### config.mk
export PLATFORM = sky130hd
export DESIGN_NAME = csr_to_hybrid_ell_coo_splitter
export DESIGN_NICKNAME = d
export VERILOG_FILES = /design/src/rtl/csr2hyb_pkg.sv /design/src/rtl/csr2hyb_front.sv /design/src/rtl/csr2hyb_queue.sv /design/src/rtl/csr2hyb_back.sv /design/src/rtl/csr_to_hybrid_ell_coo_splitter.sv
export VERILOG_INCLUDE_DIRS = /design/src /design/src/rtl
export SDC_FILE = /design/constraint.sdc
export NUM_CORES = 1
export LEC_CHECK = 0
export BUFFER_PORTS_ARGS = -buffer_cell sky130_fd_sc_hd__buf_4
export CAP_MARGIN = 40
export CORE_ASPECT_RATIO = 0.75
export CORE_MARGIN = 1
export CORE_UTILIZATION = 55
export DETAILED_ROUTE_END_ITERATION = 10
export PLACE_DENSITY = 0.74
export SYNTH_ARGS = -nofsm -noshare
export SYNTH_HDL_FRONTEND = slang
export SYNTH_SLANG_ARGS = --single-unit
### constraint.sdc
create_clock -name clock -period 10.7 [get_ports clock]
set_input_delay 1.07 -clock clock [delete_from_list [all_inputs] [get_ports clock]]
set_output_delay 1.07 -clock clock [all_outputs]
set_load 0.005 [all_outputs]
### src/rtl/csr_to_hybrid_ell_coo_splitter_defines.svh
// Assertion helpers shared by the splitter modules.
// Every module that uses them names its clock "clock" and its reset "reset".
`ifndef CSR_TO_HYBRID_ELL_COO_SPLITTER_DEFINES_SVH
`define CSR_TO_HYBRID_ELL_COO_SPLITTER_DEFINES_SVH

// Expression must hold at every edge outside reset.
`define CSR2HYB_ASSERT(label, expr, msg) \
   label: assert property (@(posedge clock) disable iff (reset) (expr)) else $error(msg);

// Same-cycle implication.
`define CSR2HYB_ASSERT_IMP(label, ante, cons, msg) \
   label: assert property (@(posedge clock) disable iff (reset) (ante) |-> (cons)) \
      else $error(msg);

// Next-cycle implication.
`define CSR2HYB_ASSERT_NXT(label, ante, cons, msg) \
   label: assert property (@(posedge clock) disable iff (reset) (ante) |=> (cons)) \
      else $error(msg);

`endif

### src/rtl/csr2hyb_pkg.sv
package csr2hyb_pkg;

   localparam int MAX_ELL_WIDTH  = 16;
   localparam int INDEX_BITS     = 32;
   localparam int VALUE_BITS     = 64;
   localparam int ROW_BITS       = INDEX_BITS - 1;
   localparam int COL_IN_BITS    = INDEX_BITS - 1;
   localparam int WIDTH_BITS     = 5;
   localparam int STRIDE_BITS    = 31;
   localparam int PROD_BITS      = INDEX_BITS + WIDTH_BITS;
   localparam int CSR_INDEX_BITS = 2;
   localparam int CSR_DATA_BITS  = 31;

   localparam int QUEUE_DEPTH     = 4;
   localparam int QUEUE_PTR_BITS  = $clog2(QUEUE_DEPTH);
   localparam int QUEUE_CNT_BITS  = $clog2(QUEUE_DEPTH + 1);

   typedef enum logic [CSR_INDEX_BITS-1:0] {
      CSR_ELL_WIDTH   = 2'd0,
      CSR_SLOT_STRIDE = 2'd1
   } csr_index_type;

   typedef enum logic {
      FUNC_ENTRY   = 1'b0,
      FUNC_END_ROW = 1'b1
   } func_type;

   typedef enum logic {
      TARGET_ELL = 1'b0,
      TARGET_COO = 1'b1
   } target_type;

   // One queued command: a single write, or a run of padding writes.
   typedef struct packed {
      logic                   pad;
      target_type             target;
      logic [INDEX_BITS-1:0]  addr;
      logic [ROW_BITS-1:0]    row;
      logic [INDEX_BITS-1:0]  column;
      logic [VALUE_BITS-1:0]  value;
      logic [WIDTH_BITS-1:0]  count;
   } cmd_type;

endpackage

### src/rtl/csr2hyb_front.sv
`include "csr_to_hybrid_ell_coo_splitter_defines.svh"

module csr2hyb_front
   import csr2hyb_pkg::*;
(
   input  logic                    clock,
   input  logic                    reset,
   input  logic                    req_valid,
   output logic                    req_ready,
   input  logic                    req_func,
   input  logic [COL_IN_BITS-1:0]  req_column_in,
   input  logic [VALUE_BITS-1:0]   req_entry_bits,
   input  logic [WIDTH_BITS-1:0]   ell_width,
   input  logic [STRIDE_BITS-1:0]  slot_stride,
   input  logic                    queue_full,
   output logic                    push,
   output cmd_type                 push_cmd
);

   logic [INDEX_BITS-1:0] row_ff, row_in;
   logic [INDEX_BITS-1:0] pos_ff, pos_in;
   logic [INDEX_BITS-1:0] coo_ff, coo_in;

   logic                  accept;
   logic [WIDTH_BITS-1:0] width_eff;
   logic                  is_ell;
   logic [PROD_BITS-1:0]  prod;
   logic [INDEX_BITS-1:0] ell_addr;

   assign req_ready = !queue_full;
   assign accept    = req_valid && req_ready;

   always_comb begin
      width_eff = (int'(ell_width) > MAX_ELL_WIDTH) ? WIDTH_BITS'(MAX_ELL_WIDTH) : ell_width;
      is_ell    = pos_ff < INDEX_BITS'(width_eff);
      // only meaningful while is_ell, so the low position bits suffice
      prod      = PROD_BITS'(slot_stride) * PROD_BITS'(pos_ff[WIDTH_BITS-1:0]);
      ell_addr  = row_ff + prod[INDEX_BITS-1:0];
   end

   always_comb begin
      row_in          = row_ff;
      pos_in          = pos_ff;
      coo_in          = coo_ff;
      push            = 1'b0;
      push_cmd.pad    = 1'b0;
      push_cmd.target = TARGET_ELL;
      push_cmd.addr   = ell_addr;
      push_cmd.row    = row_ff[ROW_BITS-1:0];
      push_cmd.column = {1'b0, req_column_in};
      push_cmd.value  = req_entry_bits;
      push_cmd.count  = width_eff - pos_ff[WIDTH_BITS-1:0];
      if (req_func == FUNC_END_ROW) begin
         push_cmd.pad    = 1'b1;
         push_cmd.column = '1;
         push_cmd.value  = '0;
         push            = accept && is_ell;
         if (accept) begin
            row_in = row_ff + 1'b1;
            pos_in = '0;
         end
      end else begin
         push = accept;
         if (!is_ell) begin
            push_cmd.target = TARGET_COO;
            push_cmd.addr   = coo_ff;
         end
         if (accept) begin
            if (!is_ell) begin
               coo_in = coo_ff + 1'b1;
            end
            // long rows saturate
            if (pos_ff != '1) begin
               pos_in = pos_ff + 1'b1;
            end
         end
      end
   end

   always_ff @(posedge clock) begin
      if (reset) begin
         row_ff <= '0;
         pos_ff <= '0;
         coo_ff <= '0;
      end else begin
         row_ff <= row_in;
         pos_ff <= pos_in;
         coo_ff <= coo_in;
      end
   end

   `CSR2HYB_ASSERT_NXT(a_row_close_clears_pos, accept && req_func == FUNC_END_ROW, pos_ff == '0, "position not cleared after end of row")

endmodule

### src/rtl/csr2hyb_queue.sv
`include "csr_to_hybrid_ell_coo_splitter_defines.svh"

module csr2hyb_queue
   import csr2hyb_pkg::*;
(
   input  logic    clock,
   input  logic    reset,
   input  logic    push,
   input  cmd_type push_cmd,
   output logic    full,
   input  logic    pop,
   output logic    head_valid,
   output cmd_type head_cmd
);

   cmd_type                   mem_ff [QUEUE_DEPTH];
   logic [QUEUE_PTR_BITS-1:0] wr_ptr_ff, wr_ptr_in;
   logic [QUEUE_PTR_BITS-1:0] rd_ptr_ff, rd_ptr_in;
   logic [QUEUE_CNT_BITS-1:0] count_ff, count_in;

   assign full       = count_ff == QUEUE_CNT_BITS'(QUEUE_DEPTH);
   assign head_valid = count_ff != '0;
   assign head_cmd   = mem_ff[rd_ptr_ff];

   always_comb begin
      wr_ptr_in = wr_ptr_ff;
      rd_ptr_in = rd_ptr_ff;
      count_in  = count_ff;
      if (push) begin
         wr_ptr_in = (wr_ptr_ff == QUEUE_PTR_BITS'(QUEUE_DEPTH - 1)) ? '0 : wr_ptr_ff + 1'b1;
      end
      if (pop) begin
         rd_ptr_in = (rd_ptr_ff == QUEUE_PTR_BITS'(QUEUE_DEPTH - 1)) ? '0 : rd_ptr_ff + 1'b1;
      end
      if (push && !pop) begin
         count_in = count_ff + 1'b1;
      end else if (pop && !push) begin
         count_in = count_ff - 1'b1;
      end
   end

   always_ff @(posedge clock) begin
      if (reset) begin
         wr_ptr_ff <= '0;
         rd_ptr_ff <= '0;
         count_ff  <= '0;
      end else begin
         wr_ptr_ff <= wr_ptr_in;
         rd_ptr_ff <= rd_ptr_in;
         count_ff  <= count_in;
      end
   end

   always_ff @(posedge clock) begin
      if (push) begin
         mem_ff[wr_ptr_ff] <= push_cmd;
      end
   end

   `CSR2HYB_ASSERT(a_count_bound, count_ff <= QUEUE_CNT_BITS'(QUEUE_DEPTH), "queue count overflow")
   `CSR2HYB_ASSERT_IMP(a_no_pop_empty, pop, count_ff != '0, "pop from empty queue")

endmodule

### src/rtl/csr2hyb_back.sv
`include "csr_to_hybrid_ell_coo_splitter_defines.svh"

module csr2hyb_back
   import csr2hyb_pkg::*;
(
   input  logic                    clock,
   input  logic                    reset,
   input  logic                    head_valid,
   input  cmd_type                 head_cmd,
   output logic                    pop,
   input  logic [STRIDE_BITS-1:0]  slot_stride,
   output logic                    rsp_valid,
   input  logic                    rsp_ready,
   output logic                    rsp_target,
   output logic [INDEX_BITS-1:0]   rsp_write_address,
   output logic [ROW_BITS-1:0]     rsp_row_out,
   output logic signed [INDEX_BITS-1:0] rsp_column_out,
   output logic [VALUE_BITS-1:0]   rsp_value_out,
   output logic                    rsp_last
);

   logic                  valid_ff, valid_in;
   target_type            target_ff, target_in;
   logic [INDEX_BITS-1:0] addr_ff, addr_in;
   logic [ROW_BITS-1:0]   row_ff, row_in;
   logic [INDEX_BITS-1:0] column_ff, column_in;
   logic [VALUE_BITS-1:0] value_ff, value_in;
   logic                  last_ff, last_in;

   // padding run in progress
   logic [WIDTH_BITS-1:0] pad_rem_ff, pad_rem_in;
   logic [INDEX_BITS-1:0] pad_addr_ff, pad_addr_in;

   logic out_free;

   assign out_free = !valid_ff || rsp_ready;
   assign pop      = out_free && (pad_rem_ff == '0) && head_valid;

   always_comb begin
      valid_in    = valid_ff;
      target_in   = target_ff;
      addr_in     = addr_ff;
      row_in      = row_ff;
      column_in   = column_ff;
      value_in    = value_ff;
      last_in     = last_ff;
      pad_rem_in  = pad_rem_ff;
      pad_addr_in = pad_addr_ff;
      if (out_free) begin
         valid_in = 1'b0;
         if (pad_rem_ff != '0) begin
            valid_in    = 1'b1;
            target_in   = TARGET_ELL;
            addr_in     = pad_addr_ff;
            column_in   = '1;
            value_in    = '0;
            last_in     = pad_rem_ff == WIDTH_BITS'(1);
            pad_rem_in  = pad_rem_ff - 1'b1;
            pad_addr_in = pad_addr_ff + INDEX_BITS'(slot_stride);
         end else if (head_valid) begin
            valid_in  = 1'b1;
            target_in = head_cmd.target;
            addr_in   = head_cmd.addr;
            row_in    = head_cmd.row;
            column_in = head_cmd.column;
            value_in  = head_cmd.value;
            last_in   = 1'b1;
            if (head_cmd.pad) begin
               last_in     = head_cmd.count == WIDTH_BITS'(1);
               pad_rem_in  = head_cmd.count - 1'b1;
               pad_addr_in = head_cmd.addr + INDEX_BITS'(slot_stride);
            end
         end
      end
   end

   always_ff @(posedge clock) begin
      if (reset) begin
         valid_ff   <= 1'b0;
         pad_rem_ff <= '0;
      end else begin
         valid_ff   <= valid_in;
         pad_rem_ff <= pad_rem_in;
      end
   end

   always_ff @(posedge clock) begin
      target_ff   <= target_in;
      addr_ff     <= addr_in;
      row_ff      <= row_in;
      column_ff   <= column_in;
      value_ff    <= value_in;
      last_ff     <= last_in;
      pad_addr_ff <= pad_addr_in;
   end

   assign rsp_valid         = valid_ff;
   assign rsp_target        = target_ff;
   assign rsp_write_address = addr_ff;
   assign rsp_row_out       = row_ff;
   assign rsp_column_out    = column_ff;
   assign rsp_value_out     = value_ff;
   assign rsp_last          = last_ff;

   `CSR2HYB_ASSERT_IMP(a_pad_run_valid, pad_rem_ff != '0, valid_ff, "padding run without pending response")
   `CSR2HYB_ASSERT_IMP(a_pad_run_no_pop, pad_rem_ff != '0, !pop, "queue popped during padding run")

endmodule

### src/rtl/csr_to_hybrid_ell_coo_splitter.sv
// CSR to hybrid ELL/COO splitter.
// Request channel (req_*): one request per nonzero (req_func = 0, column and
// value bits) or one end-of-row marker (req_func = 1) closing each row.
// Response channel (rsp_*): write commands for the ELL or COO arrays; the
// first ell_width entries of a row (at most 16) go to ELL at row + slot
// stride * position, later ones to COO at a running pointer. An end-of-row
// marker yields one padding write (column -1, value 0) per unused ELL slot;
// rsp_last marks the last write caused by a request; full rows close silently.
// Config channel (csr_*): index 0 = ell_width, 1 = slot stride; write only
// while no request is in flight. csr_ready is always high.
// Throughput: one request per cycle for nonzeros while the queue has room; a
// padding run of n slots occupies the response register for n writes, one
// write per cycle while the receiver is ready. A request passes the command
// queue, then the response register; the 4-entry queue decouples the
// classifying front end from the response back end, so requests keep flowing
// while the receiver stalls until the queue fills; then req_ready drops.
// Reset (synchronous): row, position and COO pointer clear, ell_width = 0,
// slot stride = 1, queue and response register empty.
module csr_to_hybrid_ell_coo_splitter
   import csr2hyb_pkg::*;
(
   input  logic                         clock,
   input  logic                         reset,
   input  logic                         csr_valid,
   output logic                         csr_ready,
   input  logic [CSR_INDEX_BITS-1:0]    csr_index,
   input  logic [CSR_DATA_BITS-1:0]     csr_wdata,
   input  logic                         req_valid,
   output logic                         req_ready,
   input  logic                         req_func,
   input  logic [COL_IN_BITS-1:0]       req_column_in,
   input  logic [VALUE_BITS-1:0]        req_entry_bits,
   output logic                         rsp_valid,
   input  logic                         rsp_ready,
   output logic                         rsp_target,
   output logic [INDEX_BITS-1:0]        rsp_write_address,
   output logic [ROW_BITS-1:0]          rsp_row_out,
   output logic signed [INDEX_BITS-1:0] rsp_column_out,
   output logic [VALUE_BITS-1:0]        rsp_value_out,
   output logic                         rsp_last
);

   logic [WIDTH_BITS-1:0]  ell_width_ff, ell_width_in;
   logic [STRIDE_BITS-1:0] slot_stride_ff, slot_stride_in;

   logic    queue_full;
   logic    push;
   cmd_type push_cmd;
   logic    pop;
   logic    head_valid;
   cmd_type head_cmd;

   assign csr_ready = 1'b1;

   always_comb begin
      ell_width_in   = ell_width_ff;
      slot_stride_in = slot_stride_ff;
      if (csr_valid) begin
         unique case (csr_index_type'(csr_index))
            CSR_ELL_WIDTH:   ell_width_in   = csr_wdata[WIDTH_BITS-1:0];
            CSR_SLOT_STRIDE: slot_stride_in = csr_wdata[STRIDE_BITS-1:0];
            default: ;
         endcase
      end
   end

   always_ff @(posedge clock) begin
      if (reset) begin
         ell_width_ff   <= '0;
         slot_stride_ff <= STRIDE_BITS'(1);
      end else begin
         ell_width_ff   <= ell_width_in;
         slot_stride_ff <= slot_stride_in;
      end
   end

   csr2hyb_front u_front (
      .clock          (clock),
      .reset          (reset),
      .req_valid      (req_valid),
      .req_ready      (req_ready),
      .req_func       (req_func),
      .req_column_in  (req_column_in),
      .req_entry_bits (req_entry_bits),
      .ell_width      (ell_width_ff),
      .slot_stride    (slot_stride_ff),
      .queue_full     (queue_full),
      .push           (push),
      .push_cmd       (push_cmd)
   );

   csr2hyb_queue u_queue (
      .clock      (clock),
      .reset      (reset),
      .push       (push),
      .push_cmd   (push_cmd),
      .full       (queue_full),
      .pop        (pop),
      .head_valid (head_valid),
      .head_cmd   (head_cmd)
   );

   csr2hyb_back u_back (
      .clock             (clock),
      .reset             (reset),
      .head_valid        (head_valid),
      .head_cmd          (head_cmd),
      .pop               (pop),
      .slot_stride       (slot_stride_ff),
      .rsp_valid         (rsp_valid),
      .rsp_ready         (rsp_ready),
      .rsp_target        (rsp_target),
      .rsp_write_address (rsp_write_address),
      .rsp_row_out       (rsp_row_out),
      .rsp_column_out    (rsp_column_out),
      .rsp_value_out     (rsp_value_out),
      .rsp_last          (rsp_last)
   );

endmodule

# Yosys cells after proc, flatten, opt, wreduce, memory -nomap -nowiden
# Memories as Yosys holds them, arrays and structs flattened. A register that Yosys moved wholly into a read port is not among the register bits.
# Index checks and enable logic that the tools add are counted.
op_classes:
  add_sub_neg: 13
  mul: 1
  div: 0
  order_cmp: 2
  n_eq_ne: 7
  n_shift: 0
  n_mux: 34
  bitwise_logic: 3
  reduce_logical: 27
ops:
  columns: ["operator", "count"]
  rows:
  - ["2-to-1 mux 32 bit", 10]
  - ["adder 32 x 1 -> 32 bit, second input constant", 3]
  - ["2-to-1 mux 96 bit", 1]
  - ["2-to-1 mux 33 bit", 2]
  - ["adder 32 x 31 -> 32 bit", 2]
  - ["2-to-1 mux 64 bit", 1]
  - ["adder 32 bit", 1]
  - ["less-than comparator 32 x 5 -> 1 bit", 1]
  - ["multiplier 31 x 5 -> 32 bit", 1]
  - ["inequality test 32 bit, second input constant", 1]
  - ["2-to-1 mux 5 bit", 4]
  - ["== test 5 x 1 -> 1 bit, second input constant", 2]
  - ["2-to-1 mux 1 bit", 10]
  - ["AND reduction 2 bit", 5]
  - ["subtractor 5 x 1 -> 5 bit, second input constant", 2]
  - ["AND reduction 3 bit", 3]
  - ["2-to-1 mux 2 bit", 4]
  - ["nonzero test 2 bit", 4]
  - ["logical AND 1 bit", 6]
  - ["2-to-1 mux 3 bit", 2]
  - ["> comparator 5 bit, second input constant", 1]
  - ["logical NOT 5 bit", 1]
  - ["nonzero test 5 bit", 1]
  - ["subtractor 5 bit", 1]
  - ["other kinds (11)", 18]
totals:
  register_bits: 338
  latch_bits: 0
  ram_bits: 664
  rom_bits: 0
  input_bits: 134
  output_inout_bits: 164
  word_cells: 105
  mem_count: 1
memory_table:
  columns: ["memory", "words", "word_bits", "rd", "rd_clocked_by_memory_dff", "write_ports", "line_no", "source"]
  rows:
  - ["u_queue.mem_ff", 4, 166, 1, 1, 1, "csr2hyb_queue.sv:16", "cmd_type mem_ff [QUEUE_DEPTH];"]

# Longest topological paths before layout
logic_depth:
  ltp_word: 9
  depth_mapped: 20
  depth_no_buf: 17

# Hierarchy
# Synthesis repeated with hierarchy kept, for this count alone.
hier_totals:
  hier_cells: 3166
  hier_area_um2: 46186.8
modules_own_cells:
  columns: ["module", "instances", "cells_each", "area_each_um2", "seq_area_each_um2"]
  rows:
  - ["csr2hyb_queue", 1, 911, 24415.9, 20119.3]
  - ["csr2hyb_front", 1, 1367, 11075.6, 1921.8]
  - ["csr2hyb_back", 1, 732, 9080.0, 5915.7]
  - ["csr_to_hybrid_ell_coo_splitter", 1, 156, 1615.3, 720.7]

# Worst setup path before layout
# OpenSTA, ideal clock, no wires.
synth_timing:
  path_type: "input to register"
  startpoint: "in rsp_ready"
  endpoint: "reg u_back.pad_rem_ff[4]"
  setup_ns: 0.128
  arrival_ns: 9.133
  slack_ns: 1.439
  path_stages: 8
  path_cell_list: "nor2b_1 > a21oi_1 > and2_1 > buf_2 > nand2_1 > nor3_1 > mux2i_1 > nor2_1"
synth_via:
  elab_chain_cells: 2
synth_lines:
  columns: ["element", "line_no", "source"]
  rows:
  - ["start: declaration", "csr_to_hybrid_ell_coo_splitter.sv:34", "input logic rsp_ready,"]
  - ["logical OR 1 bit", "csr2hyb_back.sv:36", "assign out_free = !valid_ff || rsp_ready;"]
  - ["AND reduction 3 bit (no line)", null, null]
  - ["end signal: assignment", "csr2hyb_back.sv:83", "pad_rem_ff <= pad_rem_in;"]
  - ["end: declaration", "csr2hyb_back.sv:31", "logic [WIDTH_BITS-1:0] pad_rem_ff, pad_rem_in;"]
# No other way between the ends.
# A chain may end at the register's enable or synchronous reset.

# Worst setup path in the final report
layout_timing:
  startpoint: "reg u_back.pad_rem_ff[0]"
  endpoint: "reg u_back.pad_addr_ff[30], data pin"
layout_via:
  elab_chain_cells: 2
layout_lines:
  columns: ["element", "line_no", "source"]
  rows:
  - ["nonzero test 5 bit", "csr2hyb_back.sv:51", "if (pad_rem_ff != '0) begin"]
  - ["2-to-1 mux 32 bit", "csr2hyb_back.sv:51", null]
  - ["end signal: assignment", "csr2hyb_back.sv:94", "pad_addr_ff <= pad_addr_in;"]
  - ["end: declaration", "csr2hyb_back.sv:32", "logic [INDEX_BITS-1:0] pad_addr_ff, pad_addr_in;"]
# No other way between the ends.

==> flow_metrics.py <==
metrics = {
    "timing": {
        "rsz0062_at_grt": "no",
        "finClkSkew_ps": 53.0,
        "fin_crit_sh_pct": 51.0,
        "setup_ws_ps": 5240,
        "slew_headroom_pct": 39.3,
        "hold_violations": 0,
        "finalSetupTns_ps": 0,
        "worstMarginPinSlew_ps": 910,
        "fmax_mhz": 183,
        "setup_violations": 0,
        "drv_slew": 0,
        "finalCriticalPeriod_ps": 5460,
    },
    "detailed_routing": {
        "vias_per_cell": 5.79,
        "drcViolationCount": 0,
        "ant_nets": 0,
        "totalWireLength_um": 101000,
        "routedWlPerCell_um": 22.5,
        "drtPass1Iterations": 6,
        "dr_total_vias": 26100,
        "drtIter0Drc": 2476,
    },
    "global_route": {
        "grt_max_degree": 134,
        "grt_pass1_wl_um": 158000,
        "track_usage_pct": 24.8,
        "antenna_found_initial": 3,
        "grt_pass1_vias": 27100,
        "overflow": 0,
    },
    "worst_setup_path": {
        "path_class": "flop to flop",
        "path_max_fanout": 70,
        "crit_path_end_kind": "flop",
        "cp.required_ps": 11110,
        "worstSetupStartpointType": "flop",
        "worst-endpoint-arrival_ps": 5870,
    },
    "floorplanning": {
        "coreArea_um2": 80600,
        "die_area_um2": 82900,
        "rows": 90,
        "start_util_pct": 55.7,
        "chipWidth_um": 332,
        "die_h_um": 250,
        "io_pins": 298,
    },
    "synthesis": {
        "synthAdderAreaFrac_pct": 7.62,
        "synth_edf_count": 853,
        "synth.largest_area_cell": "edfxtp_1",
        "syn_avg_cell_area_um2": 14.7,
        "synthMuxAreaShare_pct": 8.60,
        "ys_seq_elements": 1000,
        "synth_warnings": 0,
        "synthCells": 3061,
        "synth_cell_types": 84,
        "ys.flop_type": "edfxtp_1",
        "synth_nets": 3399,
        "synth_xor_area_share_pct": 3.00,
        "syn_area_um2": 44900,
        "synth_top_family_by_area": "simple AND/OR/NAND/NOR gates",
        "ys_seq_area_share_pct": 63.6,
        "synth_compound_gate_area_share_pct": 3.75,
        "netlist.area_leader.share_pct": 57.0,
        "async_flop_share_pct": 0,
        "synth.area.top_cells": "edfxtp_1 (57%), mux4_2 (8.3%), dfxtp_1 (6.5%)",
        "yosys.area_share.simple_pct": 10.7,
    },
    "clocking": {
        "clock_latency_ps": 680,
        "cts_resized": 0,
        "postCtsSetupBuffers": 0,
        "clockBufferDepth": 3,
        "cts_sinks": 1000,
        "cts_htree_levels": 3,
        "numCtsBuffers": 92,
        "cts_root_buf": "clkbuf_16",
        "holdBufCountCts": 0,
        "cts_tree": "built",
        "path_clk_slew_ps": 70,
    },
    "cells_and_area": {
        "nets": 3707,
        "final_cell_mix": "edfxtp_1 (853), buf_4 (323), nand2_1 (280)",
        "multi_input_area_um2": 15200,
        "layout_commonest_cell": "edfxtp_1",
        "areaGrowthSynthToFinish_pct": 15.3,
        "fill_cells": 5694,
        "regArea_um2": 28600,
        "stdcell_count": 4511,
        "drive_gt1_share_pct": 21.5,
    },
    "job": {
        "cap_violations": 0,
    },
    "power_and_ir_drop": {
        "vdd_drop_max_uv": 189,
        "leakagePower_uw": 0.0192,
        "powerDensity_nw_per_um2": 232,
    },
    "placement": {
        "routabilityCongestion": 0.872,
        "place_inst": 4333,
        "dp_slack_ps": 5280,
        "port_buffers": 296,
        "dpl.hpwl_um": 66100,
    },
    "run_status": {
        "status": "finished, final reports clean",
    },
    "min_path": {
        "worst_hold_path_type": "flop to flop",
    },
}
-- worst paths after layout --
path / startpoint / to / depth (start not counted) / slack, ps
worst max register to register: u_back.pad_rem_ff[0] / u_back.pad_addr_ff[30] / 20 / 5240
worst min register to register: ell_width_ff[0] / ell_width_ff[0] / 2 / 510
worst max-delay path: u_back.pad_rem_ff[0] / u_back.pad_addr_ff[30] / 20 / 5240
worst min-delay path: ell_width_ff[0] / ell_width_ff[0] / 2 / 510
-- stage by stage --
stage / total power, uW / area [um^2] / hold WS (ps) / utilization, %
3_3_place_gp: 8490 / 48300 / 469 / 59.9
6_report: 12000 / 51800 / 509 / 64.2
4_1_cts: 12100 / 51800 / 505 / 64.2
2_1_floorplan: 7420 / 44900 / 452 / -
5_1_grt: 12500 / 51800 / 536 / 64.2
3_5_place_dp: 8650 / 48600 / 494 / 60.2
-- cell families (layout without fill, tap and decap cells) --
group,Yosys count,count (layout)
DFF,1000,1000
AOI/OAI and AO/OA,257,257
buffers and inverters,321,709
and+or+nand+nor,945,945
other,1,5
xor gates and xnor gates,154,154
muxes,179,179
adders and majority gates,204,204
-- critical path: stages, from the launching register on --
cell	delay (ps)
dfxtp_1	350
inv_1	120
ha_2	170
buf_4	570
and2_2	270
buf_4	400
buf_12	290
nand2_1	80
nand2_1	110
ha_1	210
inv_1	70
fa_1	410
nor2b_1	130
o21ai_0	120
a21boi_1	330
o31a_1	210
o21ai_1	200
o31a_2	460
o31ai_4	360
a211oi_1	150
xnor2_1	150
-- synthesized netlist by cell type, drive strengths merged (6+ instances only) --
| library cell | number |
|---|---|
| xnor2 | 77 |
| and4 | 9 |
| nor2b | 75 |
| clkbuf | 94 |
| or2 | 35 |
| o21a | 6 |
| a21o | 32 |
| nand3 | 44 |
| o211ai | 7 |
| nand2 | 281 |
| nand2b | 39 |
| dfxtp | 147 |
| or3 | 8 |
| nor3 | 19 |
| and3 | 85 |
| nor2 | 176 |
| o21bai | 8 |
| nand4 | 27 |
| xor2 | 77 |
| a21oi | 116 |
| and2 | 120 |
| mux2i | 9 |
| a31oi | 10 |
| nor3b | 7 |
| o21ai | 45 |
| edfxtp | 853 |
| fa | 116 |
| mux4 | 165 |
| buf | 30 |
| nor4 | 9 |
| ha | 88 |
| inv | 197 |
-- final cells by class --
| cell class | instances | area share, % |
|---|---|---|
| sequential | 1000 | 55.2 |
| multi-input combinational | 1740 | 29.3 |
| timing repair buffer | 338 | 5.33 |
| clock buffer | 113 | 4.88 |
| tap | 1058 | 2.56 |
| inverter | 197 | 1.43 |
| clock inverter | 61 | 1.33 |
| antenna | 4 | 0.0193 |
-- state kept, by name, summed over array words and instances, names as in the netlist, 2 cells and up, named ones only --
name,cells
ell_width_ff,5
slot_stride_ff,31
u_back.pad_addr_ff,32
u_back.pad_rem_ff,5
u_back.rsp_column_out,32
u_back.rsp_row_out,31
u_back.rsp_value_out,64
u_back.rsp_write_address,32
u_front.coo_ff,32
u_front.pos_ff,32
u_front.row_ff,32
u_queue.count_ff,3
u_queue.mem_ff,660
u_queue.rd_ptr_ff,2
u_queue.wr_ptr_ff,2
-- metal layers --
| metal | vias to the layer above | GRT usage [%] | part of all wire, % |
|---|---|---|---|
| met5 | - | 0 | 0.013 |
| met2 | 945 | 40.9 | 49 |
| met4 | 2 | 7.02 | 2.4 |
| met3 | 162 | 3.80 | 6.4 |
| met1 | 13300 | 34.4 | 42 |
| li1 | 11700 | - | - |
-- power breakdown --
group          internal (uW)  switching, uW  total [uW]
clock network           1950           1490        3430
registers               5110            252        5360
logic                   1420           1780        3200
total                   8480           3520       12000
No activity file was read; power rests on OpenSTA's default activity.
